===== src/prb_pkg.sv =====
package prb_pkg;

    localparam int PTS_W     = 64;
    localparam int DUR_W     = 32;
    localparam int EPOCH_W   = 8;
    localparam int REG_W     = 32;
    localparam int REG_IDX_W = 2;
    localparam int TDATA_W   = 112;
    localparam int RES_CNT_W = 5;

    localparam logic [RES_CNT_W-1:0] MAX_RESULTS = 5'd16;

    // Most negative timestamp marks "unset"
    localparam logic [PTS_W-1:0] PTS_NONE = {1'b1, {(PTS_W-1){1'b0}}};

    localparam logic CMD_FRAME = 1'b0;
    localparam logic CMD_FLUSH = 1'b1;

    localparam logic KIND_RELEASE = 1'b0;
    localparam logic KIND_DROP    = 1'b1;

    localparam logic [REG_IDX_W-1:0] REG_GAP_MIN = 2'd0;
    localparam logic [REG_IDX_W-1:0] REG_GAP_MAX = 2'd1;
    localparam logic [REG_IDX_W-1:0] REG_TRUST   = 2'd2;

    localparam logic [REG_W-1:0] GAP_MIN_RST = 32'd1000;
    localparam logic [REG_W-1:0] GAP_MAX_RST = 32'd1000000;
    localparam logic [REG_W-1:0] TRUST_RST   = 32'd10000;

    localparam logic [DUR_W-1:0] DUR_SAT = 32'h7FFF_FFFF;

    typedef enum logic [3:0] {
        ST_IDLE,
        ST_INS_RD,
        ST_INS_CMP,
        ST_INS_PUT,
        ST_REL_RD,
        ST_REL_CMP,
        ST_REL_DUR,
        ST_PUSH,
        ST_FINISH
    } t_state;

    typedef struct packed {
        logic [PTS_W-1:0]   pts;
        logic [DUR_W-1:0]   dur;
        logic [EPOCH_W-1:0] epoch;
        logic               drive;
    } t_entry;

    typedef struct packed {
        logic               kind;
        logic [PTS_W-1:0]   pts;
        logic [DUR_W-1:0]   dur;
        logic [EPOCH_W-1:0] epoch;
        logic               drive;
        logic               deliver;
    } t_result;

endpackage


===== src/pts_reorder_buffer.sv =====
// Channel  Dir  Word layout (low bit first)                                  Marks
// s_axis   in   tdata: pts[63:0] duration[95:64] epoch[103:96] drive[104]    tuser: command
//               skip[105] zero[111:106]
// m_axis   out  tdata: pts[63:0] duration[95:64] epoch[103:96] drive[104]    tuser: kind
//               deliver[105] zero[111:106]                                   tlast: last
// cfg      in   i_cfg_wr_en, i_cfg_index (0 gap_min, 1 gap_max, 2 trust), i_cfg_data
//
// Input: a flush leaves tready high; a stored frame drops tready while every stored
// entry above its pts shifts up and frames are released, a skipped or dropped frame
// while frames are released, all paced by the single memory read port.
// Reset (i_rst_n low, synchronous) empties the store, unsets all timestamps, zeroes
// the estimate and reloads the register defaults; entry contents are kept.
// Stalls: once a result waits behind the output register, m_axis stalls halt the sequencer.
module pts_reorder_buffer
    import prb_pkg::*;
#(
    parameter int DEPTH = 16
) (
    input  logic                 i_clk,
    input  logic                 i_rst_n,
    // slave word
    input  logic                 i_s_tvalid,
    output logic                 o_s_tready,
    input  logic [TDATA_W-1:0]   i_s_tdata,   // pts, frame_duration, epoch, lead_clock, skip
    input  logic                 i_s_tuser,   // command
    // master word
    output logic                 o_m_tvalid,
    input  logic                 i_m_tready,
    output logic [TDATA_W-1:0]   o_m_tdata,   // out_pts, out_duration, out_epoch,
                                              // out_lead_clock, deliver
    output logic                 o_m_tuser,   // kind
    output logic                 o_m_tlast,   // last
    // configuration
    input  logic                 i_cfg_wr_en,
    input  logic [REG_IDX_W-1:0] i_cfg_index,
    input  logic [REG_W-1:0]     i_cfg_data
);

    localparam int IW = (DEPTH > 1) ? $clog2(DEPTH) : 1;
    localparam int CW = $clog2(DEPTH + 1);
    localparam logic [IW:0]   DEPTH_W = DEPTH[IW:0];
    localparam logic [CW-1:0] DEPTH_C = DEPTH[CW-1:0];

    // Physical slot of logical position k, counted from the head of the ring
    function automatic logic [IW-1:0] f_slot(input logic [IW-1:0] base,
                                             input logic [CW-1:0] k);
        logic [IW:0] kx;
        logic [IW:0] sum;
        kx  = (IW+1)'(k);
        sum = {1'b0, base} + kx;
        if (sum >= DEPTH_W) begin
            sum = sum - DEPTH_W;
        end
        return sum[IW-1:0];
    endfunction

    // Entry memory: one write port, one registered read port
    t_entry r_mem [DEPTH];
    t_entry r_rdata;
    logic           mem_we;
    logic [IW-1:0]  mem_waddr;
    logic [IW-1:0]  mem_raddr;
    t_entry         mem_wdata;

    t_state r_state, n_state;
    logic [IW-1:0]        r_head,  n_head;
    logic [CW-1:0]        r_count, n_count;
    logic [CW-1:0]        r_idx,   n_idx;
    logic [RES_CNT_W-1:0] r_nres,  n_nres;
    logic [PTS_W-1:0]     r_largest, n_largest;
    logic [PTS_W-1:0]     r_mark,    n_mark;
    logic [PTS_W-1:0]     r_prev,    n_prev;
    logic [DUR_W-1:0]     r_est,     n_est;
    logic [REG_W-1:0]     r_gap_min, r_gap_max, r_trust;

    t_entry           r_in,  n_in;
    t_entry           r_cur, n_cur;
    logic [PTS_W-1:0] r_gap, n_gap;
    logic             r_gap_ok, n_gap_ok;
    t_result          r_res, n_res;
    t_result          r_pend, n_pend;
    logic             r_pend_v, n_pend_v;
    t_result          r_out, n_out;
    logic             r_out_last, n_out_last;
    logic             r_out_v, n_out_v;

    logic             out_free;
    logic             s_accept;
    logic             in_skip;
    logic             gap_hit;
    logic [DUR_W-1:0] est_new;
    logic [DUR_W-1:0] chosen;

    assign o_s_tready = (r_state == ST_IDLE);
    assign s_accept   = i_s_tvalid && o_s_tready;
    assign out_free   = !r_out_v || i_m_tready;
    assign in_skip    = i_s_tdata[105];

    // Duration choice for the entry under release
    always_comb begin
        gap_hit = r_gap_ok && (r_gap > {32'd0, r_gap_min}) && (r_gap < {32'd0, r_gap_max});
        if (!gap_hit) begin
            est_new = r_est;
        end else if (r_gap[PTS_W-1:DUR_W-1] != '0) begin
            est_new = DUR_SAT;
        end else begin
            est_new = r_gap[DUR_W-1:0];
        end
        if ($signed({r_cur.dur[DUR_W-1], r_cur.dur}) > $signed({1'b0, r_trust})) begin
            chosen = r_cur.dur;
        end else begin
            chosen = est_new;
        end
    end

    always_comb begin
        n_state    = r_state;
        n_head     = r_head;
        n_count    = r_count;
        n_idx      = r_idx;
        n_nres     = r_nres;
        n_largest  = r_largest;
        n_mark     = r_mark;
        n_prev     = r_prev;
        n_est      = r_est;
        n_in       = r_in;
        n_cur      = r_cur;
        n_gap      = r_gap;
        n_gap_ok   = r_gap_ok;
        n_res      = r_res;
        n_pend     = r_pend;
        n_pend_v   = r_pend_v;
        n_out      = r_out;
        n_out_last = r_out_last;
        n_out_v    = r_out_v;
        mem_we     = 1'b0;
        mem_waddr  = r_head;
        mem_raddr  = r_head;
        mem_wdata  = r_in;

        // drop the output word once taken
        if (r_out_v && i_m_tready) begin
            n_out_v = 1'b0;
        end

        case (r_state)
            ST_IDLE: begin
                if (s_accept) begin
                    n_in.pts   = i_s_tdata[63:0];
                    n_in.dur   = i_s_tdata[95:64];
                    n_in.epoch = i_s_tdata[103:96];
                    n_in.drive = i_s_tdata[104];
                    n_nres     = '0;
                    if (i_s_tuser == CMD_FLUSH) begin
                        n_count   = '0;
                        n_largest = PTS_NONE;
                        n_mark    = PTS_NONE;
                        n_prev    = PTS_NONE;
                    end else if (in_skip) begin
                        n_state = ST_REL_RD;
                    end else if (r_count == DEPTH_C) begin
                        // store full: flag the incoming frame
                        n_pend.kind    = KIND_DROP;
                        n_pend.pts     = i_s_tdata[63:0];
                        n_pend.dur     = '0;
                        n_pend.epoch   = i_s_tdata[103:96];
                        n_pend.drive   = i_s_tdata[104];
                        n_pend.deliver = 1'b0;
                        n_pend_v       = 1'b1;
                        n_nres         = RES_CNT_W'(1);
                        n_state        = ST_REL_RD;
                    end else begin
                        n_idx   = r_count;
                        n_state = ST_INS_RD;
                    end
                end
            end
            ST_INS_RD: begin
                if (r_idx == '0) begin
                    n_state = ST_INS_PUT;
                end else begin
                    mem_raddr = f_slot(r_head, r_idx - CW'(1));
                    n_state   = ST_INS_CMP;
                end
            end
            ST_INS_CMP: begin
                // shift larger entries up by one, ties stay below the new frame
                if ($signed(r_rdata.pts) > $signed(r_in.pts)) begin
                    mem_we    = 1'b1;
                    mem_waddr = f_slot(r_head, r_idx);
                    mem_wdata = r_rdata;
                    n_idx     = r_idx - CW'(1);
                    n_state   = ST_INS_RD;
                end else begin
                    n_state = ST_INS_PUT;
                end
            end
            ST_INS_PUT: begin
                mem_we    = 1'b1;
                mem_waddr = f_slot(r_head, r_idx);
                mem_wdata = r_in;
                n_count   = r_count + CW'(1);
                if (r_largest != PTS_NONE) begin
                    if ($signed(r_in.pts) > $signed(r_largest)) begin
                        n_mark    = r_largest;
                        n_largest = r_in.pts;
                    end
                end else begin
                    n_largest = r_in.pts;
                end
                n_state = ST_REL_RD;
            end
            ST_REL_RD: begin
                if (r_mark == PTS_NONE || r_count == '0 || r_nres == MAX_RESULTS) begin
                    n_state = ST_FINISH;
                end else begin
                    mem_raddr = r_head;
                    n_state   = ST_REL_CMP;
                end
            end
            ST_REL_CMP: begin
                if ($signed(r_rdata.pts) <= $signed(r_mark)) begin
                    n_cur    = r_rdata;
                    n_gap    = r_rdata.pts - r_prev;
                    n_gap_ok = (r_prev != PTS_NONE) && (r_rdata.pts != PTS_NONE)
                               && ($signed(r_rdata.pts) > $signed(r_prev));
                    n_state  = ST_REL_DUR;
                end else begin
                    n_state = ST_FINISH;
                end
            end
            ST_REL_DUR: begin
                n_est         = est_new;
                n_prev        = r_cur.pts;
                n_res.kind    = KIND_RELEASE;
                n_res.pts     = r_cur.pts;
                n_res.dur     = chosen;
                n_res.epoch   = r_cur.epoch;
                n_res.drive   = r_cur.drive;
                n_res.deliver = $signed(chosen) > 0;
                n_head        = f_slot(r_head, CW'(1));
                n_count       = r_count - CW'(1);
                n_nres        = r_nres + RES_CNT_W'(1);
                n_state       = ST_PUSH;
            end
            ST_PUSH: begin
                // hold one result back so the last one can carry tlast
                if (!r_pend_v) begin
                    n_pend   = r_res;
                    n_pend_v = 1'b1;
                    n_state  = ST_REL_RD;
                end else if (out_free) begin
                    n_out      = r_pend;
                    n_out_last = 1'b0;
                    n_out_v    = 1'b1;
                    n_pend     = r_res;
                    n_state    = ST_REL_RD;
                end
            end
            ST_FINISH: begin
                if (!r_pend_v) begin
                    n_state = ST_IDLE;
                end else if (out_free) begin
                    n_out      = r_pend;
                    n_out_last = 1'b1;
                    n_out_v    = 1'b1;
                    n_pend_v   = 1'b0;
                    n_state    = ST_IDLE;
                end
            end
            default: begin
                n_state = ST_IDLE;
            end
        endcase
    end

    always_ff @(posedge i_clk) begin
        if (mem_we) begin
            r_mem[mem_waddr] <= mem_wdata;
        end
        r_rdata <= r_mem[mem_raddr];
    end

    always_ff @(posedge i_clk) begin
        if (!i_rst_n) begin
            r_state   <= ST_IDLE;
            r_head    <= '0;
            r_count   <= '0;
            r_idx     <= '0;
            r_nres    <= '0;
            r_largest <= PTS_NONE;
            r_mark    <= PTS_NONE;
            r_prev    <= PTS_NONE;
            r_est     <= '0;
            r_pend_v  <= 1'b0;
            r_out_v   <= 1'b0;
            r_gap_min <= GAP_MIN_RST;
            r_gap_max <= GAP_MAX_RST;
            r_trust   <= TRUST_RST;
        end else begin
            r_state   <= n_state;
            r_head    <= n_head;
            r_count   <= n_count;
            r_idx     <= n_idx;
            r_nres    <= n_nres;
            r_largest <= n_largest;
            r_mark    <= n_mark;
            r_prev    <= n_prev;
            r_est     <= n_est;
            r_pend_v  <= n_pend_v;
            r_out_v   <= n_out_v;
            if (i_cfg_wr_en) begin
                case (i_cfg_index)
                    REG_GAP_MIN: r_gap_min <= i_cfg_data;
                    REG_GAP_MAX: r_gap_max <= i_cfg_data;
                    REG_TRUST:   r_trust   <= i_cfg_data;
                    default: begin
                    end
                endcase
            end
        end
    end

    // payload registers, no reset
    always_ff @(posedge i_clk) begin
        r_in       <= n_in;
        r_cur      <= n_cur;
        r_gap      <= n_gap;
        r_gap_ok   <= n_gap_ok;
        r_res      <= n_res;
        r_pend     <= n_pend;
        r_out      <= n_out;
        r_out_last <= n_out_last;
    end

    assign o_m_tvalid = r_out_v;
    assign o_m_tuser  = r_out.kind;
    assign o_m_tlast  = r_out_last;
    assign o_m_tdata  = {6'd0, r_out.deliver, r_out.drive, r_out.epoch,
                         r_out.dur, r_out.pts};

endmodule

===== config.mk =====
export PLATFORM = sky130hd
export DESIGN_NAME = pts_reorder_buffer
export DESIGN_NICKNAME = d
export VERILOG_FILES = /design/src/prb_pkg.sv /design/src/pts_reorder_buffer.sv
export SDC_FILE = /design/constraint.sdc
export NUM_CORES = 2
export LEC_CHECK = 0
export BUFFER_PORTS_ARGS = -buffer_cell sky130_fd_sc_hd__buf_2
export CORE_ASPECT_RATIO = 1.1
export CORE_MARGIN = 3
export CORE_UTILIZATION = 50
export CTS_CLUSTER_DIAMETER = 30
export DETAILED_ROUTE_END_ITERATION = 16
export GPL_TIMING_DRIVEN = 0
export PLACE_DENSITY_LB_ADDON = 0.08
export SETUP_SLACK_MARGIN = 0.1
export SYNTH_ARGS = -nofsm -noshare
export SYNTH_HDL_FRONTEND = slang
export SYNTH_SLANG_ARGS = --single-unit

===== constraint.sdc =====
create_clock -name i_clk -period 11.2 [get_ports i_clk]
set_input_delay 1.68 -clock i_clk [delete_from_list [all_inputs] [get_ports i_clk]]
set_output_delay 1.68 -clock i_clk [all_outputs]
set_load 0.05 [all_outputs]

Word level (Yosys, flattened, before mapping) --
Memories as Yosys holds them, arrays and structs flattened. A register that Yosys moved wholly into a read port is not among the register bits. Cells that the tools add are included.
Cells by class: $add $sub $neg 11, muxes and demuxes 75, equal/unequal tests 32, reduce and logical (&&, ||, !) cells 39, magnitude comparators 11
Operators with widths (count):
- two-way mux 107 bit | 6
- two-way mux 64 bit | 6
- case mux 64 bit (2 select lines) | 3
- case mux 107 bit (2 select lines) | 1
- two-way mux 105 bit | 2
- greater-than comparator 64 bit | 3
- inequality test 64 bit, second input constant | 3
- two-way mux 32 bit | 3
- == test 64 bit, second input constant | 1
- greater-than comparator 64 x 32 -> 1 bit | 1
- less-or-equal comparator 64 bit | 1
- < comparator 64 x 32 -> 1 bit | 1
- subtractor 64 bit | 1
- two-way mux 4 bit | 14
- two-way mux 5 bit | 8
- case mux 4 bit (9 select lines) | 1
- greater-than comparator 32 x 33 -> 1 bit | 1
- nonzero test 33 bit | 1
- greater-than comparator 32 x 1 -> 1 bit, second input constant | 1
- two-way mux 1 bit | 21
- inequality test 2 bit, second input constant | 10
- case mux 5 bit (2 select lines) | 2
- == test 4 x 3 -> 1 bit, second input constant | 4
- greater-or-equal comparator 5 bit, second input constant | 3
- other kinds (33) | 70
Word-level totals: memories kept 1, bits in writable memories 1680, input port bits 152, word-level logic and storage cells 211, register bits 941
Memory list:
- r_mem | words 16, bits a word 105, read ports 1, clocked after memory_dff 1, write ports 1, line pts_reorder_buffer.sv:58 | t_entry r_mem [DEPTH];

Depth between registers and ports, before layout --
word-level depth 6, depth in mapped cells 15

Least setup slack after synthesis --
OpenSTA, ideal clock, no wires.
kind register -> register, start point register r_in[104] (netlist bit), end point memory r_mem[10][0] (netlist bit), enable pin, required time 10596 ps, data arrival time 8115 ps, clock period less this slack 8718 ps, setup time 604 ps, path buffers 1, stages on the path, launching flop included 14, path slack 2482 ps, cell sequence edfxtp_1 > inv_1 > ha_1 > nand4_1 > nor3_1 > nand4_1 > or4_1 > a21o_1 > and2_1 > clkbuf_1 > a311oi_4 > mux2i_1 > nand2_1 > a21oi_1
On the way: longest elaborated chain between the ends 5, elaborated cells on any way between the ends 7, those cells by class order compare: 1; mux: 6
RTL lines:
- from (decl) | line pts_reorder_buffer.sv:76 | t_entry r_in, n_in;
- from (signal assigned) | line pts_reorder_buffer.sv:326 | r_in <= n_in;
- greater-than comparator 64 bit (*) | line pts_reorder_buffer.sv:188 | if ($signed(r_rdata.pts) > $signed(r_in.pts)) begin
- two-way mux 1 bit | line pts_reorder_buffer.sv:188
- case mux 1 bit (2 select lines) | line pts_reorder_buffer.sv:146 | case (r_state)
- two-way mux 1 bit | line pts_reorder_buffer.sv:278 | if (mem_we) begin
- two-way mux 1 bit (not written as such) | line pts_reorder_buffer.sv:279 | r_mem[mem_waddr] <= mem_wdata;
- to (decl) | line pts_reorder_buffer.sv:58
Every way passes the cells marked *; elsewhere a longest branch is shown, timed or not.

Worst setup path in the final report --
start point register r_rdata[104] (netlist name), end point memory r_mem[10][67] (netlist bit), enable pin
On the way: longest elaborated chain between the ends 5, elaborated cells on any way between the ends 7, those cells by class order compare: 1; mux: 6
RTL lines (line):
- greater-than comparator 64 bit (*) | pts_reorder_buffer.sv:188
- two-way mux 1 bit | pts_reorder_buffer.sv:188
- case mux 1 bit (2 select lines) | pts_reorder_buffer.sv:146
- two-way mux 1 bit | pts_reorder_buffer.sv:278
- two-way mux 1 bit (not written as such) | pts_reorder_buffer.sv:279
Marks and branches as above.

==> summary.md <==
| Metric | Value |
|---|---|
| Die X | 458.2 um |
| Worst Path Arrival | 7410 ps |
| FF/Latch Area | 77350 sq um |
| Initial DRC count | 6526 |
| Leak | 0.04948 uW |
| Placed cells | 10624 |
| Die area | 230700 sq um |
| Cell count of the worst hold path | 0 |
| All-layer global routing usage | 28.16% |
| DR vias/cell | 5.848 |
| Synth Flop Type | edfxtp_1 |
| Relative slew slack | 4.137% |
| Drt total wl | 325500 um |
| Worst path bufs/invs | 6 |
| Syn Inst Count | 7291 |
| CP max stage cell | dfxtp_1 |
| Cts hold-fix bufs | 0 |
| Setup slack after placement | 4322 ps |
| Status | completed |
| EDFF count, synth | 2276 |
| DP HPWL | 230600 um |
| R2r worst-path depth | 17 |
| Min Tclk post-route | 6800 ps |
| Synth top area share | 60.77% |
| R2R setup slack | 4400 ps |
| WP data required | 11810 ps |
| Clock transition at path regs | 50 ps |
| Post-Route Setup TNS | 0 ps |
| Crit-path cells | ha_1, nand4_1, nor3_1, nand4_1, or4_1, a21o_1, and2_1, clkbuf_1, a311oi_4, mux2i_1, nand2_1, a21oi_4, buf_16, buf_12, buf_12, buf_16, buf_12 |
| Final critical-path share of the clock period | 60.71% |
| Setup CP Type | flop to flop |
| Crit start category | flop |
| Crit path from | r_rdata[104] |
| WP depth | 17 |
| Antenna violations before repair | 31 |
| Worst R2R End | r_mem[10][67] |
| Port Buffers | 254 |
| Final Non-Filler Cells | 11607 |
| Worst slew pin tran | 1438 ps |
| Async SR Flop Fraction | 0% |
| Final setup violation count | 0 |
| Seq/Total Area, Yosys | 68.78% |
| Clock latency at the later pin of the worst-skew pair | 960 ps |
| CP peak stage delay | 840 ps |
| Num Clock Sinks | 2726 |
| Max cap viols | 0 |
| Largest cells by area after synthesis | edfxtp_1, mux4_2, dfxtp_1 |
| RSZ-0062 raised after global routing | no |
| Fin worst setup slack | 4400 ps |
| Synth Warn # | 0 |
| Multi-input logic area | 32420 sq um |
| Area of placed instances | 120200 sq um |
| CTS buffer count | 547 |
| CTS resizes | 0 |
| Residual DRC | 0 |
| DIE HEIGHT | 503.4 um |
| Largest fanout on the critical path | 21 |
| # Post-CTS Setup Buffers | 0 |
| Post-DRT Antenna Nets | 0 |
| Gpl congestion | 0.9204 |
| Yosys cell types | 76 |
| Area leader, netlist | edfxtp_1 |
| Critical Path End | r_mem[10][67] |
| Design Area, Final | 138400 sq um |
| Initial DRT Pass Iterations | 6 |
| Max-slew violations | 0 |
| Worst min path class | flop to flop |
| Vias | 67874 |
| CP top delay family | simple AND/OR/NAND/NOR gates |
| Core area | 222400 sq um |
| Standard-cell rows | 181 |
| CTS H-tree depth | 6 |
| CP Capture Type | flop |
| # fillers | 16393 |
| Initial Utilization | 50.57% |
| Fin. Hold Viols | 0 |
| Bufs on Longest Clock Path | 4 |
| F_max | 147.1 MHz |
| Power per standard cell area | 220.4 nW/um^2 |
| Total gr overflow | 0 |
| Root buffer cell | clkbuf_16 |
| Register bit total from synthesis | 2726 |
| VDD IR max | 0.1757 mV |
| First-pass GRT wire length | 469400 um |
| Routed len/inst | 28.04 um |
| Fin nets | 8767 |
| Layout cells sized above 1 | 21.56% |
| Avg Cell Area, Syn | 15.43 sq um |
| RR Startpoint | r_rdata[104] |
| Area growth syn-to-layout | 23.09% |
| Most used cell, CP | buf_12 |
| Clock Skew | 61.98 ps |
| Vias in the first global route | 69093 |
| Largest net degree at the start of global routing | 89 |
| Ports | 268 |
| CTS tree | done |
| Synthesized area | 112500 sq um |
cell type report:
cell class,instances,area share [%]
flip-flops and latches,2726,55.88
multi-input cells,3833,23.42
clock buffers,657,10.56
repair buffers,400,2.784
well taps,2928,2.646
clock inverters,312,2.586
inverters,393,1.075
plain buffers,344,1.029
diodes,14,0.02531
power by group:
| part | switching [uW] | internal [uW] |
|---|---|---|
| clock | 5250 | 10700 |
| sequential | 448 | 11500 |
| combinational | 1660 | 957 |
| total | 7360 | 23200 |
cell usage after synthesis (all sizes together) (13+ instances only):
cell       n
xor2      24
xnor2     45
dfxtp    450
and2      80
a21boi    88
nor2     131
edfxtp  2276
a211oi   112
mux4     420
and3      16
nor4      94
a22oi     67
o21bai    14
nand2b    18
a21oi    293
clkbuf   249
mux2      70
o211ai    32
nor2b    195
nor3      23
a31oi     13
mux2i    239
inv      393
nand4     81
ha       366
a21o     142
nand3    111
nand2    800
o21ai    235
buf       95
worst register-to-register path: stages (launching register included):
cell and delay, ps:
dfxtp_1 840, ha_1 370, nand4_1 250, nor3_1 560
nand4_1 260, or4_1 830, a21o_1 300, and2_1 140
clkbuf_1 160, a311oi_4 490, mux2i_1 320, nand2_1 290
a21oi_4 580, buf_16 240, buf_12 210, buf_12 210
buf_16 190, buf_12 210
cells in the final DEF, fill, tap and decap left out, types with 111 or more instances in the layout:
| cell | n |
|---|---|
| a211oi_1 | 112 |
| a21o_1 | 142 |
| a21oi_1 | 284 |
| buf_2 | 337 |
| clkbuf_1 | 313 |
| clkbuf_16 | 560 |
| dfxtp_1 | 450 |
| edfxtp_1 | 2276 |
| ha_1 | 366 |
| inv_1 | 391 |
| mux2i_1 | 238 |
| mux4_2 | 420 |
| nand2_1 | 800 |
| nand3_1 | 111 |
| nor2_1 | 122 |
| nor2b_1 | 195 |
| o21ai_0 | 168 |
metrics by stage:
| step | total power, uW | hold WS (ps) | utilization, % |
|---|---|---|---|
| after CTS | 30700 | 410.4 | 62.23 |
| after detailed placement | 14740 | 404.5 | 54.05 |
| after global placement | 14660 | 400.2 | 52.80 |
| after floorplan | 13530 | 400.3 | - |
| final | 30520 | 409.4 | 62.25 |
| after global routing | 31480 | 411.0 | 62.24 |
sequential cells by signal (all words and copies together), names as in the netlist, 5 cells and up:
name / cells
r_gap: 64
r_gap_min: 32
r_est: 32
r_prev: 64
r_gap_max: 32
r_in: 105
r_pend: 107
r_largest: 64
r_nres: 5
r_trust: 32
r_rdata: 105
r_mem: 1680
o_m_tdata: 106
r_res: 106
r_count: 5
r_cur: 105
r_mark: 64
r_idx: 5
logic make-up after synthesis:
group / after synthesis / synth area share, %
flops: 2726 / 68.78
simple gates: 1599 / 6.760
compound gates: 1060 / 5.970
buf+inv: 737 / 2.564
mux: 729 / 11.24
fa+ha+maj: 370 / 4.143
xor+xnor: 69 / 0.5373
other cells: 1 / 0.003334
per-layer routing:
layer / vias to the layer above / part of all wire (%) / GRT usage (%) / wire length (um)
met5: - / 0.010 / 0 / 33
met3: 572 / 7.4 / 5.146 / 23930
met4: 4 / 3.8 / 11.04 / 12490
li1: 29941 / - / - / -
met1: 34759 / 42 / 38.52 / 135300
met2: 2598 / 47 / 45.15 / 153800
worst min path at each step:
stage | start | endpoint | slack, ps
after floorplan | r_pend[42] | o_m_tdata[0] | 400
after global placement | r_pend[104] | o_m_tdata[62] | 400
after detailed placement | r_pend[72] | o_m_tdata[30] | 400
after CTS | r_pend[93] | o_m_tdata[51] | 410
after global routing | r_pend[93] | o_m_tdata[51] | 410
final | r_pend[93] | o_m_tdata[51] | 410
(Power assumes the default switching activity.)
